## config.mk

```make
export PLATFORM = sky130hd
export DESIGN_NAME = min_priority_queue_core
export DESIGN_NICKNAME = d
export VERILOG_FILES = /design/src/rtl/core/mpq_pkg.sv /design/src/rtl/core/mpq_ram.sv /design/src/rtl/core/mpq_minscan.sv /design/src/rtl/core/min_priority_queue_core.sv
export SDC_FILE = /design/constraint.sdc
export NUM_CORES = 1
export LEC_CHECK = 0
export BUFFER_PORTS_ARGS = -buffer_cell sky130_fd_sc_hd__clkbuf_2
export CAP_MARGIN = 20
export CORE_MARGIN = 2
export CORE_UTILIZATION = 35
export CTS_CLUSTER_DIAMETER = 120
export DETAILED_ROUTE_END_ITERATION = 8
export GPL_TIMING_DRIVEN = 1
export REMOVE_ABC_BUFFERS = 1
export SLEW_MARGIN = 40
export SYNTH_ARGS = -nofsm -noshare
export SYNTH_HDL_FRONTEND = slang
export SYNTH_HIERARCHICAL = 1
export SYNTH_SLANG_ARGS = --single-unit
```

## constraint.sdc

```tcl
create_clock -name clk -period 9.1 [get_ports clk]
set_input_delay 0.91 -clock clk [delete_from_list [all_inputs] [get_ports clk]]
set_output_delay 0.91 -clock clk [all_outputs]
set_load 0.01 [all_outputs]
```

## src/rtl/core/mpq_pkg.sv

```systemverilog
package mpq_pkg;

    localparam int MPQ_CAPACITY = 8;
    localparam int VALUE_W      = 16;
    localparam int STATUS_W     = 2;

    localparam logic KIND_INSERT = 1'b0;
    localparam logic KIND_REMOVE = 1'b1;

    localparam logic [STATUS_W-1:0] ST_OK        = 2'd0;
    localparam logic [STATUS_W-1:0] ST_OVERFLOW  = 2'd1;
    localparam logic [STATUS_W-1:0] ST_UNDERFLOW = 2'd2;

    localparam logic signed [VALUE_W-1:0] UNDERFLOW_VALUE = 16'sh8000;

    typedef struct packed {
        logic                      kind;
        logic signed [VALUE_W-1:0] value;
    } mpq_req_t;

    typedef struct packed {
        logic signed [VALUE_W-1:0] removed_value;
        logic [STATUS_W-1:0]       status;
    } mpq_rsp_t;

    // control from the sequencer to the minimum scanner
    typedef struct packed {
        logic step;
        logic first;
    } mpq_scan_ctl_t;

endpackage

```

## src/rtl/core/mpq_ram.sv

```systemverilog
module mpq_ram #(
    parameter int WIDTH = 16,
    parameter int DEPTH = 8
) (
    input  logic                     clk,
    input  logic                     we,
    input  logic [$clog2(DEPTH)-1:0] waddr,
    input  logic [WIDTH-1:0]         wdata,
    input  logic [$clog2(DEPTH)-1:0] raddr,
    output logic [WIDTH-1:0]         rdata
);

    logic [WIDTH-1:0] mem [DEPTH];

    always_ff @(posedge clk)
    begin
        if (we)
        begin
            mem[waddr] <= wdata;
        end
        rdata <= mem[raddr];
    end

endmodule

```

## src/rtl/core/mpq_minscan.sv

```systemverilog
module mpq_minscan #(
    parameter int CAPACITY = 8
) (
    input  logic                                 clk,
    input  mpq_pkg::mpq_scan_ctl_t               ctl,
    input  logic signed [mpq_pkg::VALUE_W-1:0]   rd_value,
    input  logic [$clog2(CAPACITY)-1:0]          rd_addr,
    output logic signed [mpq_pkg::VALUE_W-1:0]   min_value,
    output logic [$clog2(CAPACITY)-1:0]          min_addr
);
    import mpq_pkg::*;

    localparam int AW = $clog2(CAPACITY);

    logic signed [VALUE_W-1:0] min_reg;
    logic [AW-1:0]             addr_reg;
    logic                      take;

    // strict compare keeps the earliest of equal minima
    assign take      = ctl.first || (rd_value < min_reg);
    assign min_value = take ? rd_value : min_reg;
    assign min_addr  = take ? rd_addr : addr_reg;

    always_ff @(posedge clk)
    begin
        if (ctl.step)
        begin
            min_reg  <= min_value;
            addr_reg <= min_addr;
        end
    end

endmodule

```

## src/rtl/core/min_priority_queue_core.sv

```systemverilog
// channel | signals                    | direction | beat
// req     | req_valid, req_stall, req  | in        | kind, value
// rsp     | rsp_valid, rsp_stall, rsp  | out       | removed_value, status
//
// insert, or remove on an empty queue: the result is formed in the accept cycle and goes to the output register
// remove with n stored values: the accept cycle reads entry 0, then the scan state
// compares one ram read per stored entry; req_stall stays high through the scan
// the hole left by a remove is filled with the last entry in the same cycle
// after reset the queue is empty and takes a beat on the first cycle
// a stalled result is held in an output register; one more beat may be
// accepted and its result parks until the output register drains
module min_priority_queue_core #(
    parameter int CAPACITY = mpq_pkg::MPQ_CAPACITY
) (
    input  logic              clk,
    input  logic              rst_n,
    input  logic              req_valid,
    output logic              req_stall,
    input  mpq_pkg::mpq_req_t req,
    output logic              rsp_valid,
    input  logic              rsp_stall,
    output mpq_pkg::mpq_rsp_t rsp
);
    import mpq_pkg::*;

    localparam int AW = $clog2(CAPACITY);
    localparam int CW = $clog2(CAPACITY + 1);

    localparam logic [1:0] S_IDLE = 2'd0;
    localparam logic [1:0] S_SCAN = 2'd1;
    localparam logic [1:0] S_HOLD = 2'd2;

    logic [1:0]    state_reg, state_next;
    logic [CW-1:0] occ_reg, occ_next;
    logic [AW-1:0] tag_reg, tag_next;
    mpq_rsp_t      hold_reg, hold_next;
    mpq_rsp_t      rsp_reg, rsp_next;
    logic          rsp_valid_reg, rsp_valid_next;

    logic          req_fire;
    logic          rsp_free;
    mpq_rsp_t      res;
    logic          res_ok;

    logic                      ram_we;
    logic [AW-1:0]             ram_waddr;
    logic [VALUE_W-1:0]        ram_wdata;
    logic [AW-1:0]             ram_raddr;
    logic [VALUE_W-1:0]        ram_rdata;
    logic signed [VALUE_W-1:0] rd_value;

    mpq_scan_ctl_t             scan_ctl;
    logic signed [VALUE_W-1:0] scan_min;
    logic [AW-1:0]             scan_addr;

    assign req_stall = (state_reg != S_IDLE);
    assign req_fire  = req_valid && !req_stall;
    assign rsp_free  = !rsp_valid_reg || !rsp_stall;
    assign rsp_valid = rsp_valid_reg;
    assign rsp       = rsp_reg;
    assign rd_value  = ram_rdata;

    mpq_ram #(
        .WIDTH(VALUE_W),
        .DEPTH(CAPACITY)
    ) u_ram (
        .clk   (clk),
        .we    (ram_we),
        .waddr (ram_waddr),
        .wdata (ram_wdata),
        .raddr (ram_raddr),
        .rdata (ram_rdata)
    );

    mpq_minscan #(
        .CAPACITY(CAPACITY)
    ) u_minscan (
        .clk       (clk),
        .ctl       (scan_ctl),
        .rd_value  (rd_value),
        .rd_addr   (tag_reg),
        .min_value (scan_min),
        .min_addr  (scan_addr)
    );

    always_comb
    begin
        state_next     = state_reg;
        occ_next       = occ_reg;
        tag_next       = tag_reg;
        hold_next      = hold_reg;
        rsp_next       = rsp_reg;
        rsp_valid_next = rsp_valid_reg && rsp_stall;
        ram_we         = 1'b0;
        ram_waddr      = '0;
        ram_wdata      = '0;
        ram_raddr      = tag_reg + 1'b1;
        scan_ctl       = '0;
        res            = '0;
        res_ok         = 1'b0;

        case (state_reg)
            S_IDLE:
            begin
                ram_raddr = '0;
                if (req_fire)
                begin
                    if (req.kind == KIND_INSERT)
                    begin
                        res_ok            = 1'b1;
                        res.removed_value = '0;
                        if (occ_reg == CW'(CAPACITY))
                        begin
                            res.status = ST_OVERFLOW;
                        end
                        else
                        begin
                            res.status = ST_OK;
                            ram_we     = 1'b1;
                            ram_waddr  = occ_reg[AW-1:0];
                            ram_wdata  = req.value;
                            occ_next   = occ_reg + 1'b1;
                        end
                    end
                    else if (occ_reg == '0)
                    begin
                        res_ok            = 1'b1;
                        res.removed_value = UNDERFLOW_VALUE;
                        res.status        = ST_UNDERFLOW;
                    end
                    else
                    begin
                        // entry 0 is being read this cycle
                        state_next = S_SCAN;
                        tag_next   = '0;
                    end
                end
            end
            S_SCAN:
            begin
                scan_ctl.step  = 1'b1;
                scan_ctl.first = (tag_reg == '0);
                if (CW'(tag_reg) == occ_reg - 1'b1)
                begin
                    // last entry is on the read port: move it into the hole
                    ram_we            = 1'b1;
                    ram_waddr         = scan_addr;
                    ram_wdata         = ram_rdata;
                    occ_next          = occ_reg - 1'b1;
                    res_ok            = 1'b1;
                    res.removed_value = scan_min;
                    res.status        = ST_OK;
                    state_next        = S_IDLE;
                end
                else
                begin
                    tag_next = tag_reg + 1'b1;
                end
            end
            S_HOLD:
            begin
                if (rsp_free)
                begin
                    rsp_next       = hold_reg;
                    rsp_valid_next = 1'b1;
                    state_next     = S_IDLE;
                end
            end
            default:
            begin
                state_next = S_IDLE;
            end
        endcase

        if (res_ok)
        begin
            if (rsp_free)
            begin
                rsp_next       = res;
                rsp_valid_next = 1'b1;
            end
            else
            begin
                hold_next  = res;
                state_next = S_HOLD;
            end
        end
    end

    always_ff @(posedge clk or negedge rst_n)
    begin
        if (!rst_n)
        begin
            state_reg     <= S_IDLE;
            occ_reg       <= '0;
            tag_reg       <= '0;
            rsp_valid_reg <= 1'b0;
        end
        else
        begin
            state_reg     <= state_next;
            occ_reg       <= occ_next;
            tag_reg       <= tag_next;
            rsp_valid_reg <= rsp_valid_next;
        end
    end

    always_ff @(posedge clk)
    begin
        hold_reg <= hold_next;
        rsp_reg  <= rsp_next;
    end

    a_occ_bound: assert property (@(posedge clk) disable iff (!rst_n)
        occ_reg <= CW'(CAPACITY))
        else $error("occupancy beyond capacity");

    a_scan_nonempty: assert property (@(posedge clk) disable iff (!rst_n)
        (state_reg == S_SCAN) |-> (occ_reg != '0) && (CW'(tag_reg) < occ_reg))
        else $error("scan outside stored entries");

    a_remove_starts_scan: assert property (@(posedge clk) disable iff (!rst_n)
        req_fire && (req.kind == KIND_REMOVE) && (occ_reg != '0) |=> (state_reg == S_SCAN))
        else $error("remove did not start a scan");

    a_occ_moves_on_work: assert property (@(posedge clk) disable iff (!rst_n)
        (occ_reg != $past(occ_reg)) |-> ($past(req_fire) || ($past(state_reg) == S_SCAN)))
        else $error("occupancy changed with no beat in progress");

    a_hold_keeps_stall: assert property (@(posedge clk) disable iff (!rst_n)
        (state_reg == S_HOLD) |-> rsp_valid_reg)
        else $error("parked result with an empty output register");

endmodule
```

======== After elaboration in Yosys (flattened, before gate mapping) ========
Memory sizes are Yosys's and may differ from the RTL's. A register that Yosys moved wholly into a read port is not among the register bits.
Index checks and enable logic that the tools add are counted.
storage, ports and cells
  latch bits .............................. 0
  input port bits ......................... 21
  memories ................................ 1
  logic and storage cells ................. 99
  bits in registers ....................... 65
  ROM bits ................................ 0
  RAM bits ................................ 128
cells by class
  bitwise gates (word level) .............. 1
  shift operators ......................... 0
  add/sub/neg operators ................... 3
  equal/unequal tests ..................... 11
  magnitude comparators ................... 1
  muxes and demuxes ....................... 57
  multipliers ............................. 0
  divide/modulo/power cells ............... 0
  reductions and logical operators ........ 15
memories
  memory     words  bits a word  rd ports  clocked after Yosys merged registers in  wr ports  RTL line       source
  u_ram.mem  8      16           1         1                                        1         mpq_ram.sv:13  logic [WIDTH-1:0] mem [DEPTH];
operators with widths
  operator                                           count
  two-way mux 18 bit                                 8
  two-way mux 16 bit                                 5
  one-hot mux 18 bit (2 select lines)                1
  one-hot mux 16 bit (2 select lines)                1
  two-way mux 3 bit                                  10
  less-than comparator 16 bit                        1
  two-way mux 2 bit                                  8
  two-way mux 4 bit                                  4
  two-way mux 1 bit                                  14
  != test 2 bit (second input constant)              7
  one-hot mux 3 bit (2 select lines)                 2
  AND reduction 5 bit                                2
  one-hot mux 4 bit (2 select lines)                 1
  one-hot mux 2 bit (3 select lines)                 1
  adder 4 x 1 -> 4 bit (second input constant)       1
  == test 3 x 4 -> 1 bit                             1
  == test 4 bit (second input constant)              1
  logical NOT 4 bit                                  1
  one-hot mux 1 bit (2 select lines)                 2
  nonzero test 2 bit                                 2
  subtractor 4 x 1 -> 4 bit (second input constant)  1
  adder 3 x 1 -> 3 bit (second input constant)       1
  logical NOT 1 bit                                  3
  logical NOT 3 bit                                  1
  7 further kinds                                    9

======== Longest topological paths before layout ========
Gate-level depths: netlist of run 1.
  depth in word-level cells ............... 8
  depth in mapped cells ................... 12
  mapped depth without buffers ............ 11

======== By module ========
The synthesis of run 1 kept the hierarchy.
modules (own cells, without submodules)
  module                   area an instance (um^2)  cells each  times used
  mpq_ram                  5,293.8                  214         1
  min_priority_queue_core  2,376.0                  222         1
  mpq_minscan              1,273.7                  95          1

======== Least setup slack after synthesis of run 1 ========
No wires, ideal clock.
  path type ............................... flip-flop to flip-flop
  start ................................... register u_minscan.min_reg[7]
  end ..................................... memory u_ram.mem[0][0] (enable)
  arrival time ............................ 3.674 ns
  buffers on the path ..................... 1
  setup slack ............................. 5.016 ns
  setup time .............................. 0.409 ns
  stages on the path, launching flop included .. 12
  data required time ...................... 8.691 ns
  cells stage by stage .................... edfxtp_1 -> inv_1 -> ha_1 -> a21oi_1 -> o21ai_0 -> a211o_1 -> a21oi_2 -> mux2i_4 -> buf_6 -> mux2_4 -> a22o_1 -> nor3_1
between the ends
  longest elaborated chain between the ends .. 5
ends and longest elaborated chain
  element                             RTL line                        source
  from (decl)                         mpq_minscan.sv:15               logic signed [VALUE_W-1:0] min_reg;
  from (signal assigned)              mpq_minscan.sv:28               min_reg <= min_value;
  less-than comparator 16 bit         mpq_minscan.sv:20               assign take = ctl.first || (rd_value < min_reg);
  logical OR 1 bit                    mpq_minscan.sv:20
  two-way mux 3 bit                   mpq_minscan.sv:22               assign min_addr = take ? rd_addr : addr_reg;
  named net scan_addr[0]              min_priority_queue_core.sv:54   logic [AW-1:0] scan_addr;
  two-way mux 3 bit                   min_priority_queue_core.sv:143  if (CW'(tag_reg) == occ_reg - 1'b1)
  one-hot mux 3 bit (2 select lines)  min_priority_queue_core.sv:102  case (state_reg)
  named net ram_waddr[0]              min_priority_queue_core.sv:46   logic [AW-1:0] ram_waddr;
  to (decl)                           mpq_ram.sv:13
The timed path passes the listed nets, and every way through them passes these cells.

======== Worst setup path after layout of run 1 ========
  start ................................... register u_ram.rdata[13] (read register of u_ram.mem)
  end ..................................... memory u_ram.mem[2][1] (enable)
between the ends
  longest elaborated chain between the ends .. 5
ends and longest elaborated chain
  element                             RTL line                        source
  from (decl)                         mpq_ram.sv:10                   output logic [WIDTH-1:0] rdata
  less-than comparator 16 bit         mpq_minscan.sv:20
  logical OR 1 bit                    mpq_minscan.sv:20
  two-way mux 3 bit                   mpq_minscan.sv:22
  named net scan_addr[2]              min_priority_queue_core.sv:54
  two-way mux 3 bit                   min_priority_queue_core.sv:143
  one-hot mux 3 bit (2 select lines)  min_priority_queue_core.sv:102
  named net ram_waddr[2]              min_priority_queue_core.sv:46
The timed path passes the listed nets, and every way through them passes these cells.

==> impl_metrics.toml, run 1 <==
[run_status]
status = "finished clean"

[pwr]
ir_worst_vdd_uv = 144
leakagePower_nw = 3.86
p_per_area_mw_per_mm2 = 362

[floorplanning]
die-area_mm2 = 0.0268
die_x_um = 164
fp.dieH_um = 164
ios = 41
core.rowCount = 58
start_util_pct = 35.6
core_mm2 = 0.0251

[timing]
finalCritPeriodShare_pct = 43.1
drv_slew = 0
worst_pin_slew_ns = 0.643
rsz0062_at_grt = "false"
timing.hold.ws_ns = 0.277
tns_ns = 0
setup_viol = 0
max_freq_mhz = 255
hold_viol = 0
maxSlewHeadroom_pct = 57.0
fin_skew_ns = 0.00763
fin_crit_ns = 3.92

[cts]
cts_resized = 0
cts_tree = "built"
clockRootBuffer = "clkbuf_16"
cts_sinks = 209
cts_buffer_depth = 3
htree_levels = 1
path_clk_slew_ns = 0.06
post_cts_buffers = 0
numCtsBuffers = 23
insertion_delay_ns = 0.49
cts_hold_buf = 0

[synthesis]
yosys.cell_count.top_type = "edfxtp_1"
synthTopCellsByCount = "edfxtp_1 (165), dfxtp_1 (34), inv_1 (28), mux4_1 (28), mux2_2 (26)"
seq_area_frac_synth_pct = 65.8
syn_area_mm2 = 0.00894
synth_edf_count = 165
synth_cell_type_count = 53
synth_cells = 531
synthFlopType = "edfxtp_1"
synth.avg_cell_area_um2 = 16.8
ys_ff_latch = 209
yosysWarnings = 6
synth_area_leader_cell = "edfxtp_1"
synthArstFlopShare_pct = 4.78
yosys-top-cells-area = "edfxtp_1 (55%), mux4_1 (8.2%), dfxtp_1 (7.6%), mux2_2 (3.3%), dfrtp_1 (2.8%)"
synth_top_cell_area_share_pct = 55.4

[placement]
dpl_cell_area_mm2 = 0.00963
port_buffers = 40
gp_congestion = 0.763
post-dp-hpwl_um = 11800

[routing]
met3_length_um = 820
drt_iter0_markers = 232
drt-met1-wl_um = 7840
highest_layer = "met4"
drt-wirelength-per-cell_um = 19.5
wl_um = 18200
viasPerCell = 5.13
dr.pass1.iters = 4
met2_length_um = 9230
drc = 0
vias = 4786
ant_nets = 0

[critical_path]
cp_max_fo = 9
crit_chain = "ha_1 > nand4_1 > o21bai_1 > a211o_1 > a21oi_2 > mux2i_4 > mux2_2 > a22o_1 > nand2b_1 > nor2_2 > buf_4"
cp.arrival_ns = 4.12
required_ns = 9.30
cp_slowest_cell = "mux2i_4"
r2r_cells = 11
worstSetupPathType = "register to register"
slowest_delay_ns = 0.49
cp-start-kind = "register"
end_kind = "register"

[grt]
grt_overflow_total = 0
grt.total_usage_pct = 13.8
antenna_found_initial = 0
grt_max_degree = 43
grt_pass1_wl_um = 28000
first_global_vias = 4963

[final_layout]
postLayoutCellArea_mm2 = 0.0103
drive_gt1_share_pct = 24.2
area_growth_pct = 15.3
seqCellArea_mm2 = 0.00589
largest_reg_flops = 128
n_antenna_cell = 0
multi_input_area_mm2 = 0.00288
fill_cells = 2300
layout.nets = 628

[job]
maxCapViolCount = 0

[hold_path]
hold_path_class = "input port to async pin"
routing by layer:
| metal | global-route usage (%) | up-vias |
|---|---|---|
| met5 | 0 | - |
| met4 | 4.19 | 0 |
| met3 | 2.20 | 24 |
| met2 | 24.1 | 102 |
| met1 | 17.6 | 2462 |
| li1 | - | 2198 |
cells in the final DEF (no fill, tap or decap), types with 10 or more instances in the layout:
master,Yosys,final
dfxtp_1,34,34
nor2_1,18,13
clkbuf_16,0,23
mux4_1,28,28
nand2_1,20,19
a22o_1,19,19
ha_1,20,20
inv_1,28,28
and2_1,18,18
dfrtp_1,10,10
edfxtp_1,165,165
mux2i_1,18,18
o2bb2ai_1,15,15
clkbuf_2,1,40
mux2_2,26,26
mux2_4,10,10
stage by stage:
step	instances	total power (W)	setup slack, ns	utilization, %
global route	933	0.00394	5.01	41.1
floorplan	507	0.00246	4.49	-
finish	933	0.00373	5.18	41.1
CTS	933	0.00377	4.95	41.1
global placement	886	0.00283	4.74	38.0
detailed placement	892	0.00291	4.97	38.3
critical path: cells and delay by family (launching register included):
family / cells / cell delay, ns
buf+inv: 1 / 0.29
compound gates: 4 / 0.81
flops: 1 / 0.43
simple gates: 3 / 0.90
fa+ha+maj: 1 / 0.29
mux: 2 / 0.90
path summary, 6_finish.rpt:
path,startpoint,endpoint,slack (ns)
min in group clk,hold_reg[13]$_DFFE_PP_,rsp[13]$_DFF_P_,0.51
min,rst_n,tag_reg[0]$_DFFE_PN0P_,0.28
max,u_ram/rdata[13]$_DFF_P_,u_ram/mem[2][1]$_DFFE_PP_,5.18
max reg2reg,u_ram/rdata[13]$_DFF_P_,u_ram/mem[2][1]$_DFFE_PP_,5.18
min reg2reg,hold_reg[13]$_DFFE_PP_,rsp[13]$_DFF_P_,0.51
max in group asynchronous,rst_n,occ_reg[2]$_DFFE_PN0P_,8.61
final cells by class:
cell class	instances	share of cell area, %
Sequential cell	209	57.1
Tap cell	330	4.00
Inverter	29	1.07
Clock buffer	29	5.80
Clock inverter	12	0.813
Timing Repair Buffer	55	3.36
Multi-Input combinational cell	269	27.9
where the power goes:
part	internal [W]	switching, W	leakage [nW]
Sequential	0.00132	0.000137	1.95
Combinational	0.000687	0.000749	1.57
Clock	0.000493	0.000349	0.339
logic make-up after synthesis:
family                     after synthesis  synth area share (%)
xor gates and xnor gates                 8                 0.783
adders and majority gates               20                  2.80
buffers and inverters                   53                  2.84
DFF                                    209                  65.8
and+or+nand+nor                         85                  4.98
AOI/OAI and AO/OA                       69                  6.34
muxes                                   87                  16.5
No activity file was read; power rests on OpenSTA's default activity.
==> inputs of run 2 (changes only) <==
==> constraint.sdc (replaced) <==
create_clock -name clk -period 3.6 [get_ports clk]
set_input_delay 0.36 -clock clk [delete_from_list [all_inputs] [get_ports clk]]
set_output_delay 0.36 -clock clk [all_outputs]
set_load 0.01 [all_outputs]
==> run 2 against run 1 <==
Critical path depth grew 1; worst hold slack lost 0.042 ns; largest power group is now combinational cells; clock power grew to 2.7 times the previous value; flip-flop and latch count is the same.
==> impl_metrics.toml, run 2 (synthesized netlist as in run 1, its figures left out) <==
[run_status]
status = "finished clean"

[critical_path]
end_kind = "register"
cp-startpoint = "u_minscan/min_reg[5]$_DFFE_PP_"
required_ns = 3.80
worst_path_dominant_cell_family = "compound AO/OA/AOI/OAI gates"
r2r_start = "u_minscan/min_reg[5]$_DFFE_PP_"
cp_slowest_cell = "edfxtp_1"
reg2reg_to = "u_ram/mem[3][13]$_DFFE_PP_"
cp_max_fo = 10
crit_chain = "inv_1 > ha_1 > a21oi_1 > o21ai_0 > a211o_1 > a21oi_2 > mux2i_4 > mux2_2 > a22o_1 > nand2b_1 > nor2_1 > buf_4"
r2r_cells = 12
cp_num_buf_inv = 2
r2r_setup_slack_ns = 0.24
worstSetupPathType = "register to register"
cp-start-kind = "register"
cp.arrival_ns = 3.56
slowest_delay_ns = 0.40

[pwr]
intPower_w = 0.00647
p_per_area_mw_per_mm2 = 922
combPwrFrac_pct = 38.6
leakagePower_nw = 3.97
swShare_pct = 32.9
ir_worst_vdd_uv = 564
p_switching_w = 0.00317
total_power_w = 0.00964
seqPwrFrac_pct = 38.0
pwr-share-clk_pct = 23.4

[cts]
cts_buffer_depth = 3
htree_levels = 1
cts_tree = "built"
path_clk_slew_ns = 0.06
clockRootBuffer = "clkbuf_16"
cts_sinks = 209
numCtsBuffers = 23
insertion_delay_ns = 0.51
post_cts_buffers = 0

[routing]
viasPerCell = 5.05
drt_iter0_markers = 193
vias = 4785
drt-wirelength-per-cell_um = 19.5
ant_nets = 0
drc = 0
wl_um = 18400
dr.pass1.iters = 4

[placement]
port_buffers = 40
dpl.cell_count = 906
post-dp-hpwl_um = 12400
gp_congestion = 0.775
preCtsSetupSlack_ns = 0.280

[final_layout]
drive_gt1_share_pct = 25.7
largest_reg_flops = 128
instances_no_fill = 948
n_antenna_cell = 0
finish.utilization_pct = 41.6
fill_cells = 2293
final_common_cell = "edfxtp_1"
area_growth_pct = 16.9
layout_common_cells = "edfxtp_1 (165), clkbuf_2 (40), dfxtp_1 (34)"
layout.nets = 643

[grt]
grt_busiest_layer = "met2"
antenna_found_initial = 0
grt_pass1_wl_um = 28700
grt_overflow_total = 0
grt_max_degree = 37
gr-usage-met2_pct = 23.8
use_met1_pct = 18.4
grt.total_usage_pct = 14.1
first_global_vias = 4984
gr-usage-met3_pct = 2.83

[timing]
fin_crit_ns = 3.36
maxSlewHeadroom_pct = 57.5
max_freq_mhz = 298
setup_viol = 0
hold_viol = 0
drv_slew = 0
rsz0062_at_grt = "false"
setup_ws_ns = 0.240
finalCritPeriodShare_pct = 93.3
fin_skew_ns = 0.0132
worst_pin_slew_ns = 0.636

[floorplanning]
core.rowCount = 58
fp.dieH_um = 164
ios = 41
die-area_mm2 = 0.0268
start_util_pct = 35.6
die_x_um = 164
core_mm2 = 0.0251

[hold_path]
hold_depth = 2
hold_start = "req[16]"
hold_path_class = "input port to register"
min_to = "hold_reg[1]$_DFFE_PP_"

[job]
maxCapViolCount = 0
==> run 2: repair_timing <==
action,4_1_cts,5_1_grt
hold buffers,1,0
gates resized for setup,0,0
hold endpoints to repair,10,0
==> run 2: area by class of cell <==
class / instances / area [um2] / share of cell area [%]
Sequential cell: 209 / 5890 / 56.3
Multi-Input combinational cell: 269 / 2840 / 27.2
Clock buffer: 32 / 629 / 6.02
Timing Repair Buffer: 70 / 478 / 4.57
Tap cell: 330 / 413 / 3.95
Inverter: 29 / 109 / 1.04
Clock inverter: 9 / 98.8 / 0.945
==> run 2: worst max-delay path by stage <==
stage	to	cells past startpoint	slack, ns
after detailed placement	u_ram/mem[3][8]$_DFFE_PP_	12	0.28
after global placement	u_ram/mem[0][5]$_DFFE_PP_	12	0.36
after floorplan	u_ram/mem[0][0]$_DFFE_PP_	9	-1.01
after global routing	u_ram/mem[3][12]$_DFFE_PP_	12	0.05
after CTS	u_ram/mem[3][12]$_DFFE_PP_	12	0.25
final	u_ram/mem[3][13]$_DFFE_PP_	12	0.24
==> run 2: layer usage <==
layer  vias to the layer above  part of all wire, %
li1                       2225                    -
met1                      2431                   44
met2                       100                   49
met3                        29                  4.5
met4                         0                  2.2
met5                         -                    0
==> run 2: power by group through the flow <==
stage	Clock (W)	Sequential, W	Combinational [W]
global placement	0	0.00369	0.00369
global route	0.00241	0.00372	0.00407
detailed placement	0	0.00371	0.00375
floorplan	0	0.00361	0.00261
CTS	0.00232	0.00367	0.00377
finish	0.00226	0.00366	0.00372
==> run 2: stage by stage <==
| stage | area [um2] | setup TNS, ns | hold WS, ns |
|---|---|---|---|
| floorplan | 8800 | -86.14 | 0.0644 |
| global placement | 9710 | 0 | 0.247 |
| detailed placement | 9720 | 0 | 0.252 |
| CTS | 10500 | 0 | 0.210 |
| global route | 10500 | 0 | 0.251 |
| finish | 10500 | 0 | 0.235 |
